<file path="src/design/irta_pkg.sv">
`default_nettype none

package irta_pkg;

	// Format commands carried in the low bits of the input beat
	localparam logic [2:0] CMD_UDEC    = 3'd0;
	localparam logic [2:0] CMD_SDEC    = 3'd1;
	localparam logic [2:0] CMD_HEX     = 3'd2;
	localparam logic [2:0] CMD_HEX_PFX = 3'd3;
	localparam logic [2:0] CMD_OCT     = 3'd4;
	localparam logic [2:0] CMD_BIN     = 3'd5;

	// Stream widths fixed by the field layout
	localparam int CMD_W       = 3;
	localparam int IN_VALUE_W  = 64;
	localparam int IN_TDATA_W  = 72;
	localparam int OUT_TDATA_W = 8;
	localparam int CHAR_W      = 7;

	// ASCII codes
	localparam logic [CHAR_W-1:0] CH_ZERO  = 7'h30;
	localparam logic [CHAR_W-1:0] CH_LOW_A = 7'h61;
	localparam logic [CHAR_W-1:0] CH_MINUS = 7'h2d;
	localparam logic [CHAR_W-1:0] CH_X     = 7'h78;

	// Digit sizes in bits (BCD and hex share four)
	localparam logic [2:0] DSZ_BIN = 3'd1;
	localparam logic [2:0] DSZ_OCT = 3'd3;
	localparam logic [2:0] DSZ_NIB = 3'd4;

	// Control of the shared shift unit
	typedef struct packed {
		logic       dabble;  // add-3 adjust then shift in one binary bit
		logic [2:0] dsz;     // otherwise shift left by this digit size
	} unit_ctl_t;

	// One digit (0..15) to its lowercase ASCII character
	function automatic logic [CHAR_W-1:0] digit_char(input logic [3:0] d);
		if (d < 4'd10) begin
			return CH_ZERO + CHAR_W'(d);
		end else begin
			return CH_LOW_A + CHAR_W'(d - 4'd10);
		end
	endfunction

endpackage

`default_nettype wire

</file>
<file path="src/design/irta_shift_unit.sv">
`default_nettype none

// Shared digit unit: either one double-dabble step (add 3 to every BCD digit
// of 5 or more, then shift in one binary bit) or a left shift by one digit.
// Also presents the top digit of the current word.
module irta_shift_unit #(
	parameter int RW = 88
) (
	input  wire irta_pkg::unit_ctl_t ctl,
	input  wire logic [RW-1:0]       dig,
	input  wire logic                bit_in,
	output logic      [RW-1:0]       nxt,
	output logic      [3:0]          top
);

	localparam int NDIG = RW / 4;

	logic [RW-1:0] adj;
	logic [3:0]    top4;

	// BCD adjust, each digit on its own
	always_comb begin
		for (int i = 0; i < NDIG; i++) begin
			if (dig[4*i +: 4] >= 4'd5) begin
				adj[4*i +: 4] = dig[4*i +: 4] + 4'd3;
			end else begin
				adj[4*i +: 4] = dig[4*i +: 4];
			end
		end
	end

	// Next word
	always_comb begin
		if (ctl.dabble) begin
			nxt = {adj[RW-2:0], bit_in};
		end else begin
			case (ctl.dsz)
				irta_pkg::DSZ_BIN: nxt = dig << 1;
				irta_pkg::DSZ_OCT: nxt = dig << 3;
				irta_pkg::DSZ_NIB: nxt = dig << 4;
				default:           nxt = dig;
			endcase
		end
	end

	// Top digit, right aligned
	assign top4 = dig[RW-1 -: 4];
	always_comb begin
		case (ctl.dsz)
			irta_pkg::DSZ_BIN: top = {3'b000, top4[3]};
			irta_pkg::DSZ_OCT: top = {1'b0, top4[3:1]};
			default:           top = top4;
		endcase
	end

endmodule

`default_nettype wire

</file>
<file path="src/design/integer_radix_to_ascii_unit.sv">
`default_nettype none

// Integer to ASCII formatter. Each input beat carries a command and a value
// (masked to VALUE_WIDTH bits); the block streams out the ASCII characters
// most significant digit first, one beat per character, with tlast on the
// final one. Commands: unsigned decimal, signed 32-bit decimal with a leading
// '-', lowercase hex, hex with "0x", octal, binary; zero prints as "0", and
// unused commands are taken and produce nothing. One number is handled at a
// time. Decimal runs shift-and-add-3 over every value bit in the shared
// digit unit. Every format then drops leading zero digits, keeping at least
// one, decides on sign or prefix and sends the characters, held back by
// output stalls. The last character sits in the output register while the
// next input is already accepted.
module integer_radix_to_ascii_unit #(
	parameter int VALUE_WIDTH = 64
) (
	input  wire logic                                  clk,
	input  wire logic                                  arst_n,
	input  wire logic                                  s_tvalid,
	output logic                                       s_tready,
	// [2:0] command, [66:3] value, [71:67] zero
	input  wire logic [irta_pkg::IN_TDATA_W-1:0]       s_tdata,
	output logic                                       m_tvalid,
	input  wire logic                                  m_tready,
	// [6:0] char_code, [7] zero
	output logic      [irta_pkg::OUT_TDATA_W-1:0]      m_tdata,
	output logic                                       m_tlast
);

	localparam int DEC_DIGITS = (VALUE_WIDTH * 3) / 10 + 2;
	localparam int NIB_DIGITS = (VALUE_WIDTH + 3) / 4;
	localparam int OCT_DIGITS = (VALUE_WIDTH + 2) / 3;
	localparam int RW         = 4 * DEC_DIGITS;
	localparam int CW         = $clog2(RW + 1);
	localparam int SH_HEX     = RW - 4 * NIB_DIGITS;
	localparam int SH_OCT     = RW - 3 * OCT_DIGITS;
	localparam int SH_BIN     = RW - VALUE_WIDTH;

	localparam logic [2:0] S_IDLE = 3'd0;
	localparam logic [2:0] S_CONV = 3'd1;
	localparam logic [2:0] S_SKIP = 3'd2;
	localparam logic [2:0] S_SIGN = 3'd3;
	localparam logic [2:0] S_PX0  = 3'd4;
	localparam logic [2:0] S_PXX  = 3'd5;
	localparam logic [2:0] S_DIG  = 3'd6;

	logic [2:0]                    state_q, state_d;
	logic [CW-1:0]                 cnt_q, cnt_d;
	logic [2:0]                    dsz_q, dsz_d;
	logic                          neg_q, neg_d;
	logic                          pfx_q, pfx_d;
	logic                          ovalid_q, ovalid_d;
	logic [RW-1:0]                 dig_q, dig_d;
	logic [VALUE_WIDTH-1:0]        val_q, val_d;
	logic [irta_pkg::CHAR_W-1:0]   char_q, char_d;
	logic                          last_q, last_d;

	logic [irta_pkg::CMD_W-1:0]    in_cmd;
	logic [VALUE_WIDTH-1:0]        in_val;
	logic [VALUE_WIDTH+31:0]       in_ext;
	logic [31:0]                   s_low;
	logic [31:0]                   s_mag;
	logic [VALUE_WIDTH+31:0]       mag_ext;
	logic                          ld;

	irta_pkg::unit_ctl_t           uctl;
	logic [RW-1:0]                 u_nxt;
	logic [3:0]                    u_top;

	// Input fields
	assign in_cmd  = s_tdata[irta_pkg::CMD_W-1:0];
	assign in_val  = s_tdata[irta_pkg::CMD_W +: VALUE_WIDTH];
	assign in_ext  = {32'd0, in_val};
	assign s_low   = in_ext[31:0];
	assign s_mag   = s_low[31] ? (~s_low + 32'd1) : s_low;
	assign mag_ext = {{VALUE_WIDTH{1'b0}}, s_mag};

	// Shared digit unit
	assign uctl.dabble = (state_q == S_CONV);
	assign uctl.dsz    = dsz_q;

	irta_shift_unit #(
		.RW(RW)
	) u_shift (
		.ctl    (uctl),
		.dig    (dig_q),
		.bit_in (val_q[VALUE_WIDTH-1]),
		.nxt    (u_nxt),
		.top    (u_top)
	);

	// Output register free this cycle
	assign ld = !ovalid_q || m_tready;

	// Sequencer
	always_comb begin
		state_d  = state_q;
		cnt_d    = cnt_q;
		dsz_d    = dsz_q;
		neg_d    = neg_q;
		pfx_d    = pfx_q;
		dig_d    = dig_q;
		val_d    = val_q;
		char_d   = char_q;
		last_d   = last_q;
		ovalid_d = ovalid_q && !m_tready;
		unique case (state_q)
			S_IDLE: begin
				if (s_tvalid) begin
					neg_d = 1'b0;
					pfx_d = 1'b0;
					dsz_d = irta_pkg::DSZ_NIB;
					dig_d = '0;
					val_d = in_val;
					unique case (in_cmd) inside
						irta_pkg::CMD_UDEC: begin
							cnt_d   = CW'(VALUE_WIDTH);
							state_d = S_CONV;
						end
						irta_pkg::CMD_SDEC: begin
							val_d   = mag_ext[VALUE_WIDTH-1:0];
							neg_d   = s_low[31];
							cnt_d   = CW'(VALUE_WIDTH);
							state_d = S_CONV;
						end
						irta_pkg::CMD_HEX, irta_pkg::CMD_HEX_PFX: begin
							dig_d   = RW'(in_val) << SH_HEX;
							cnt_d   = CW'(NIB_DIGITS);
							pfx_d   = (in_cmd == irta_pkg::CMD_HEX_PFX);
							state_d = S_SKIP;
						end
						irta_pkg::CMD_OCT: begin
							dig_d   = RW'(in_val) << SH_OCT;
							cnt_d   = CW'(OCT_DIGITS);
							dsz_d   = irta_pkg::DSZ_OCT;
							state_d = S_SKIP;
						end
						irta_pkg::CMD_BIN: begin
							dig_d   = RW'(in_val) << SH_BIN;
							cnt_d   = CW'(VALUE_WIDTH);
							dsz_d   = irta_pkg::DSZ_BIN;
							state_d = S_SKIP;
						end
						default: ;
					endcase
				end
			end
			// binary to BCD, one bit per cycle
			S_CONV: begin
				dig_d = u_nxt;
				val_d = val_q << 1;
				if (cnt_q == CW'(1)) begin
					cnt_d   = CW'(DEC_DIGITS);
					state_d = S_SKIP;
				end else begin
					cnt_d = cnt_q - CW'(1);
				end
			end
			// drop leading zero digits, keep at least one
			S_SKIP: begin
				if (cnt_q > CW'(1) && u_top == 4'd0) begin
					dig_d = u_nxt;
					cnt_d = cnt_q - CW'(1);
				end else if (neg_q) begin
					state_d = S_SIGN;
				end else if (pfx_q) begin
					state_d = S_PX0;
				end else begin
					state_d = S_DIG;
				end
			end
			S_SIGN: begin
				if (ld) begin
					ovalid_d = 1'b1;
					char_d   = irta_pkg::CH_MINUS;
					last_d   = 1'b0;
					state_d  = S_DIG;
				end
			end
			S_PX0: begin
				if (ld) begin
					ovalid_d = 1'b1;
					char_d   = irta_pkg::CH_ZERO;
					last_d   = 1'b0;
					state_d  = S_PXX;
				end
			end
			S_PXX: begin
				if (ld) begin
					ovalid_d = 1'b1;
					char_d   = irta_pkg::CH_X;
					last_d   = 1'b0;
					state_d  = S_DIG;
				end
			end
			// one digit per beat
			S_DIG: begin
				if (ld) begin
					ovalid_d = 1'b1;
					char_d   = irta_pkg::digit_char(u_top);
					last_d   = (cnt_q == CW'(1));
					dig_d    = u_nxt;
					cnt_d    = cnt_q - CW'(1);
					if (cnt_q == CW'(1)) begin
						state_d = S_IDLE;
					end
				end
			end
			default: state_d = S_IDLE;
		endcase
	end

	// Control registers
	always_ff @(posedge clk or negedge arst_n) begin
		if (!arst_n) begin
			state_q  <= S_IDLE;
			cnt_q    <= '0;
			dsz_q    <= irta_pkg::DSZ_NIB;
			neg_q    <= 1'b0;
			pfx_q    <= 1'b0;
			ovalid_q <= 1'b0;
		end else begin
			state_q  <= state_d;
			cnt_q    <= cnt_d;
			dsz_q    <= dsz_d;
			neg_q    <= neg_d;
			pfx_q    <= pfx_d;
			ovalid_q <= ovalid_d;
		end
	end

	// Data registers
	always_ff @(posedge clk) begin
		dig_q  <= dig_d;
		val_q  <= val_d;
		char_q <= char_d;
		last_q <= last_d;
	end

	assign s_tready = (state_q == S_IDLE);
	assign m_tvalid = ovalid_q;
	assign m_tdata  = {1'b0, char_q};
	assign m_tlast  = last_q;

endmodule

`default_nettype wire

</file>
<file path="config.mk">
export PLATFORM = sky130hd
export DESIGN_NAME = integer_radix_to_ascii_unit
export DESIGN_NICKNAME = d
export VERILOG_FILES = /design/src/design/irta_pkg.sv /design/src/design/irta_shift_unit.sv /design/src/design/integer_radix_to_ascii_unit.sv
export SDC_FILE = /design/constraint.sdc
export NUM_CORES = 1
export LEC_CHECK = 0
export ABC_CLOCK_PERIOD_IN_PS = 8400
export BUFFER_PORTS_ARGS = -buffer_cell sky130_fd_sc_hd__buf_4
export CAP_MARGIN = 20
export CORE_MARGIN = 3
export CORE_UTILIZATION = 35
export DETAILED_ROUTE_END_ITERATION = 6
export GPL_ROUTABILITY_DRIVEN = 1
export HOLD_SLACK_MARGIN = 0.15
export MAX_ROUTING_LAYER = met4
export PLACE_DENSITY = 0.51
export SLEW_MARGIN = 30
export SYNTH_ARGS = -nofsm -noshare
export SYNTH_HDL_FRONTEND = slang
export SYNTH_SLANG_ARGS = --single-unit
</file>
<file path="constraint.sdc">
create_clock -name clk -period 8.4 [get_ports clk]
set_clock_uncertainty 0.1 [all_clocks]
set_input_delay 0.42 -clock clk [delete_from_list [all_inputs] [get_ports clk]]
set_output_delay 0.42 -clock clk [all_outputs]
set_load 0.005 [all_outputs]
</file>
After elaboration in Yosys (flattened, before gate mapping)
Index checks and enable logic that the tools add are counted.
Word-level totals
  register bits: 172
  output and inout bits: 11
  word-level logic and storage cells: 179
  input bits: 76
Operators by class
  reductions and logical operators: 27
  add/sub/neg operators: 26
  bitwise operators: 1
  equality and inequality tests: 28
  muxes and demuxes: 64
  order comparisons: 23
Operators with widths (number)
  $mux 84: 4
  $pmux 84 s4: 1
  $pmux 84 s3: 1
  $pmux 84 s2: 1
  $mux 64: 2
  $pmux 64 s2: 1
  $ge 4x3->1 const B: 21
  $add 4x2->4 const B: 20
  $mux 4: 20
  $mux 7: 9
  $pmux 7 s4: 2
  $add 32x1->32 const B: 1
  $mux 32: 1
  $not 32->32: 1
  $mux 3: 9
  $pmux 7 s3: 1
  $eq 3x3->1 const B: 6
  $ne 2x2->1 const B: 9
  $pmux 3 s6: 1
  $eq 3x2->1 const B: 5
  $pmux 3 s2: 2
  $reduce_and 5->1: 2
  $eq 3x1->1 const B: 3
  $reduce_or 3->1: 3
  other kinds (28): 43

Longest topological paths before layout
Gate-level depths: netlist of run 1.
  word-level depth: 7
  depth in mapped cells: 12
  depth with buffers taken out: 9

Hierarchy
A second synthesis of run 1 with hierarchy kept.
Second synthesis, totals
  cell total of the unflattened synthesis: 1497
  area total of the unflattened synthesis: 13703.1 um^2
Modules (own cells, without submodules)
  integer_radix_to_ascii_unit: seq. area each 5086.1 um^2, cells each 800, area an instance 8795.9 um^2, times used 1
  irta_shift_unit: seq. area each 0.0 um^2, cells each 697, area an instance 4907.2 um^2, times used 1

Worst setup path after synthesis of run 1
Ideal clock, no wire load.
  kind: register to register
  start point: reg dsz_q[2]
  end point: reg dig_q[0] (enable)
  cell stages (with the launch flop): 9
  arrival: 3.751 ns
  slack: 4.100 ns
  library setup time: 0.450 ns
  buffers on the path: 1
  data required time: 7.850 ns
  period minus slack after synthesis: 4.300 ns
  path through: dfstp_2 -> nand2b_1 -> clkbuf_1 -> nor2_1 -> a21oi_1 -> ha_1 -> nand3_1 -> a21oi_1 -> o2111a_1
Between the ends
  longest elaborated chain between the ends: 6
  elaborated cells between the ends (all ways): 7
  classes of those cells: eq/ne (3); mux (1); reduce/logical (3)
RTL lines
  from (decl): RTL line integer_radix_to_ascii_unit.sv:49  | logic [2:0] dsz_q, dsz_d;
  from (signal assigned): RTL line integer_radix_to_ascii_unit.sv:218  | dsz_q <= irta_pkg::DSZ_NIB;
  from (signal assigned): RTL line integer_radix_to_ascii_unit.sv:225  | dsz_q <= dsz_d;
  $eq 3x2->1 or $eq 3x1->1 (tied branches): RTL line irta_shift_unit.sv:49  | case (ctl.dsz)
  $pmux 4 s2 *: RTL line irta_shift_unit.sv:49
  $logic_not 4->1 *: RTL line integer_radix_to_ascii_unit.sv:161  | if (cnt_q > CW'(1) && u_top == 4'd0) begin
  $logic_and 1x1->1 *: RTL line integer_radix_to_ascii_unit.sv:161
  $ne 2x2->1 (no line) *
  $reduce_and 4->1 (no line) *
  to (signal assigned): RTL line integer_radix_to_ascii_unit.sv:234  | dig_q <= dig_d;
  to (decl): RTL line integer_radix_to_ascii_unit.sv:53  | logic [RW-1:0] dig_q, dig_d;
Mark *: on every way between the ends. The rest lies on a longest branch, timed or not.
A chain may end at the register's enable or synchronous reset.

Worst setup path in the final report of run 1
  start point: reg dsz_q[0]
  end point: reg dig_q[46] (enable)
Same word-level chain as after synthesis.

==> flow_summary.yaml, run 1 <==
sta:
  fin_ws_ps: 4546
  slew_viol_final: 0
  setup_viol: 0
  rsz0062_at_grt: "false"
  finalSetupTns_ps: 0
  whs_ps: 174.7
  fin_crit_ps: 3854
  tightest_slew_ps: 967.3
  fmax_ghz: 0.2595
  timing.final.crit_share_pct: 45.88
  hold_viol_final: 0
  timing.slew.headroom_pct: 35.51
run_status:
  outcome: "finished, final reports clean"
finish:
  final_common_cell: "edfxtp_1"
  area_growth_syn_to_layout_pct: 12.47
  layout_common_cells: "edfxtp_1, nor2_1, buf_4"
  antenna_cells: 0
  final_area_um2: 14450
  finish.utilization_pct: 40.25
  fin_cells: 1849
  drive_above_1_share_pct: 11.96
  nets: 1500
yosys:
  synth_edf_count: 156
  netlist.area_leader.share_pct: 36.45
  synth_area_leader_cell: "edfxtp_1"
  ys_ff_latch: 172
  avgSynthCellArea_um2: 9.353
  syn_inst: 1374
  syn_nets: 1499
  mappedNetlistArea_um2: 12850
  synth.distinct_cells: 69
  async_flop_share_pct: 9.302
  synthFlopType: "edfxtp_1"
  ys_top_cells_by_area: "edfxtp_1, a22oi_1, ha_1"
  yosys_warnings: 0
  synth-seq-area-share_pct: 39.58
grt:
  grt_use_met3_pct: 3.207
  busiest_layer: "met2"
  overflow: 0
  use_met1_pct: 30.37
  first_global_vias: 10970
  grt_pass1_wl_mm: 63.85
  antenna_found_initial: 1
  grt_max_degree: 77
  track_usage_pct: 21.08
  grt_util_met2_pct: 31.82
worst_setup_path:
  cp_slowest_stage_delay_ps: 790
  crit_type: "register to register"
  crit_path_cell_trace: "buf_4 -> nand2b_1 -> a21oi_1 -> ha_1 -> nand3_1 -> a21oi_1 -> o2111a_4 -> buf_4"
  critPathCaptureType: "register"
  critPathTopFamily: "buffers and inverters"
  cp.arrival_ps: 3830
  worstPathMaxFanout: 64
  path_buf_inv: 2
  cp.required_ps: 8370
  cp-start-kind: "register"
  slowest_stage: "buf_4"
placed_design:
  dpl_worst_slack_ps: 4549
  dp_hpwl_mm: 24.41
  place_congestion: 0.8167
  portBuffers: 80
  dp.cells: 1816
  placed_cell_area_um2: 13800
clock_network:
  cts_root_buffer: "clkbuf_16"
  clkSinkCount: 172
  cts.clk_slew.worst_paths_ps: 80
  cts_tree: "yes"
  clkLatencyLatePin_ps: 460
  hold_buffers: 1
  cts.repair.resized: 0
  postCtsSetupRepairBufs: 0
  h-tree-depth: 4
  clockBufferDepth: 2
  cts_inserted_buffers: 17
power_and_ir_drop:
  p_leak_nw: 5.160
  ir_drop_v: 0.0002229
  p_per_area_nw_per_um2: 421.6
  totalPowerFinal_mw: 6.094
floorplanning:
  start_util_pct: 35.78
  rows: 69
  coreArea_um2: 35910
  die_w_um: 197.6
  die_h_um: 197.6
  die-area_um2: 39050
  pin_count: 87
detailed_routing:
  wl_mm: 40.29
  final_antenna_net_count: 0
  firstDrtPassIters: 5
  vias_per_cell: 6.160
  wl_per_cell_um: 21.79
  drc: 0
  drt_iter0_drc: 819
  vias: 11390
hold_path:
  hp-class: "input port to register"
job:
  cap_violations: 0
-- area by class of cell --
type | count | area [um^2]
well taps | 461 | 576.8
multi-input cells | 1019 | 7126
fillers | 3581 | 21460
clock inverters | 14 | 216.5
repair buffers | 105 | 794.5
flip-flops and latches | 172 | 5086
inverters | 60 | 225.2
clock buffers | 18 | 429.2
-- sequential cells by signal, indices dropped and copies added (netlist names) --
register  cells
char_q        7
cnt_q         7
dig_q        84
dsz_q         3
m_tlast       1
m_tvalid      1
neg_q         1
pfx_q         1
state_q       3
val_q        64
-- cell families after synthesis --
group	after synthesis	synth area share (%)
AOI/OAI and AO/OA	548	30.71
and+or+nand+nor	324	12.48
buffers and inverters	183	5.501
DFF	172	39.58
xor gates and xnor gates	68	4.634
adders and majority gates	49	4.771
muxes	29	2.298
other	1	0.02918
-- cells in the mapped netlist (4+ instances only) --
master,number
a211oi_1,20
o211ai_1,26
xor2_1,32
buf_1,19
mux2i_1,25
nor4_1,5
o21ai_0,83
o221ai_1,35
a22oi_1,83
o32a_1,11
nor3_1,9
a221o_1,28
nor3b_1,27
ha_1,49
or4_1,7
a31oi_1,16
o2bb2ai_1,4
nand3_1,11
nand2b_1,29
a21o_1,6
o22ai_1,12
a21oi_1,102
o31ai_1,4
dfrtp_1,15
mux2_2,4
nand2_1,79
nor2b_1,6
o32ai_1,18
or3_1,7
inv_1,60
nor2_1,114
and3_1,5
edfxtp_1,156
xnor2_1,36
and2_1,8
nand4_1,4
a22o_1,37
o311ai_0,6
a221oi_1,30
clkbuf_1,100
-- final timing paths --
check	startpoint	to	slack, ps	cells past startpoint
setup reg to reg	dsz_q[0]	dig_q[46]	4550	8
min in group asynchronous	arst_n	cnt_q[5]	270	2
max in group asynchronous	arst_n	dsz_q[2]	7680	2
hold / removal	s_tdata[46]	val_q[43]	170	2
hold reg to reg	pfx_q	pfx_q	390	2
setup / recovery	dsz_q[0]	dig_q[46]	4550	8
-- layer usage --
metal  wire length (um)  share of wire (%)  vias to the layer above
met5                  0                  0                        -
met4                369               0.92                        0
met3               2174                5.4                       30
met2              18000                 45                      326
met1              19740                 49                     5690
li1                   -                  -                     5343
-- power breakdown --
group / leakage [nW] / switching, mW / internal (mW)
combinational: 3.15 / 1.91 / 1.20
clock: 0.315 / 0.376 / 0.530
sequential: 1.69 / 0.480 / 1.59
total: 5.16 / 2.77 / 3.32
No activity file was read; power rests on OpenSTA's default activity.
==> run 2: changes to the inputs <==
ABC_CLOCK_PERIOD_IN_PS = 3250   (was 8400)
PLACE_DENSITY = 0.53   (was 0.51)
clock period = 3.25 ns   (was 8.4 ns; I/O delays follow)
==> run 2 against run 1 <==
Compared with the run above: non-clock buffer count grew 95; first-iteration DRC count grew 11%; worst hold slack gained 22 ps; final area grew 7.0%; sequential share of layout area shrank 2.3 points; global-route usage shrank 0.30 points; clock power grew 150%; via count grew 2.3%; routed wire length shrank 2.2%; utilization grew 2.8 points; register-to-register slack lost 4100 ps; critical endpoint is now dig_q[27].
==> flow_summary.yaml, run 2 (synthesized netlist as in run 1, its figures left out) <==
run_status:
  outcome: "finished, final reports clean"
grt:
  grt_pass1_wl_mm: 63.22
  antenna_found_initial: 0
  first_global_vias: 11200
  grt_max_degree: 73
  track_usage_pct: 20.78
  overflow: 0
finish:
  largest_registers: "dig_q (84), val_q (64)"
  final_common_cell: "edfxtp_1"
  finish.utilization_pct: 43.08
  fin_cells: 1944
  nets: 1595
  antenna_cells: 0
  drive_above_1_share_pct: 12.68
  layout_common_cells: "edfxtp_1, buf_4, nor2_1"
  top_register: "dig_q"
  area_growth_syn_to_layout_pct: 20.39
  largest_reg_flops: 84
sta:
  hold_viol_final: 0
  slew_viol_final: 0
  timing.final.crit_share_pct: 88.88
  whs_ps: 197.0
  finalSetupTns_ps: 0
  setup_viol: 0
  rsz0062_at_grt: "false"
  fin_crit_ps: 2889
  fmax_ghz: 0.3462
  timing.slew.headroom_pct: 36.42
  tightest_slew_ps: 953.8
clock_network:
  cts.clk_slew.worst_paths_ps: 70
  cts_inserted_buffers: 17
  hold_buffers: 75
  h-tree-depth: 4
  cts.repair.resized: 0
  clkLatencyLatePin_ps: 450
  cts_root_buffer: "clkbuf_16"
  clkSinkCount: 172
  clockBufferDepth: 2
  postCtsSetupRepairBufs: 0
  cts_tree: "yes"
floorplanning:
  die-area_um2: 39050
  start_util_pct: 35.78
  coreArea_um2: 35910
  rows: 69
  die_w_um: 197.6
  pin_count: 87
  die_h_um: 197.6
worst_setup_path:
  cp.required_ps: 3420
  cp_common_cell: "dlygate4sd3_1"
  worstPathMaxFanout: 43
  cp.arrival_ps: 3050
  crit_path_cell_trace: "dlygate4sd3_1 -> buf_4 -> nand2b_1 -> nor2_4 -> buf_12 -> a22oi_1 -> dlygate4sd3_1 -> o32ai_1"
  critPathCaptureType: "register"
  path_buf_inv: 4
  cp-start-kind: "input port"
  cp_slowest_stage_delay_ps: 590
  critPathTopFamily: "buffers and inverters"
  slowest_stage: "nand2b_1"
  crit_type: "input port to register"
placed_design:
  dp.cells: 1837
  dp_hpwl_mm: 25.29
  portBuffers: 80
  place_congestion: 0.8597
detailed_routing:
  vias: 11650
  wl_mm: 39.39
  final_antenna_net_count: 0
  wl_per_cell_um: 20.26
  wl_met3_mm: 2.412
  firstDrtPassIters: 5
  met1Wirelength_mm: 18.88
  dr_wl_met2_mm: 17.77
  top_layer_used: "met4"
  drc: 0
  vias_per_cell: 5.991
  drt_iter0_drc: 909
power_and_ir_drop:
  totalPowerFinal_mw: 16.18
  p_leak_nw: 5.584
  p_per_area_nw_per_um2: 1046
  ir_drop_v: 0.0006745
hold_path:
  hp-class: "input port to register"
job:
  cap_violations: 0
-- run 2: layer usage --
metal | vias up | global-route usage [%]
met5 | - | -
met4 | 0 | 4.273
met3 | 20 | 3.172
met2 | 390 | 31.59
met1 | 5696 | 29.57
li1 | 5540 | -
-- run 2: where the power goes --
part	internal (mW)	switching (mW)	leakage, nW
Sequential	4.09	1.25	1.69
Combinational	3.60	5.00	3.59
Clock	1.29	0.951	0.297
-- run 2: final timing paths --
| kind | from | to | slack [ps] | depth (start not counted) |
|---|---|---|---|---|
| min | s_tdata[2] | state_q[0] | 200 | 4 |
| min in group asynchronous | arst_n | dsz_q[2] | 650 | 3 |
| max | s_tdata[1] | dig_q[27] | 360 | 8 |
| min reg2reg | cnt_q[3] | cnt_q[3] | 420 | 2 |
| max reg2reg | dsz_q[2] | dig_q[25] | 410 | 8 |
| max in group asynchronous | arst_n | cnt_q[5] | 1190 | 4 |
-- run 2: metrics by stage --
stage | area (um^2) | setup WS, ps
final | 15470 | 361.4
after global routing | 15470 | 205.3
after CTS | 15470 | 392.9
after detailed placement | 14100 | 408.2
after global placement | 14100 | 418.0
after floorplan | 12860 | 28.75
-- run 2: layout make-up --
type | count | area, um^2
clock buffer | 17 | 425.4
clock inverter | 15 | 196.4
fill | 3471 | 20440
inverter | 60 | 225.2
multi-input combinational | 1019 | 7122
sequential | 172 | 5086
tap | 461 | 576.8
timing repair buffer | 200 | 1839
-- run 2: worst reg2reg max path, cell delays in order, from the launching register on --
cell and delay, ps:
dfstp_2 590, nand2b_1 230, nor2_1 90, a21oi_2 210
ha_1 210, nand3_1 140, a21oi_1 180, o2111a_2 560
buf_12 230
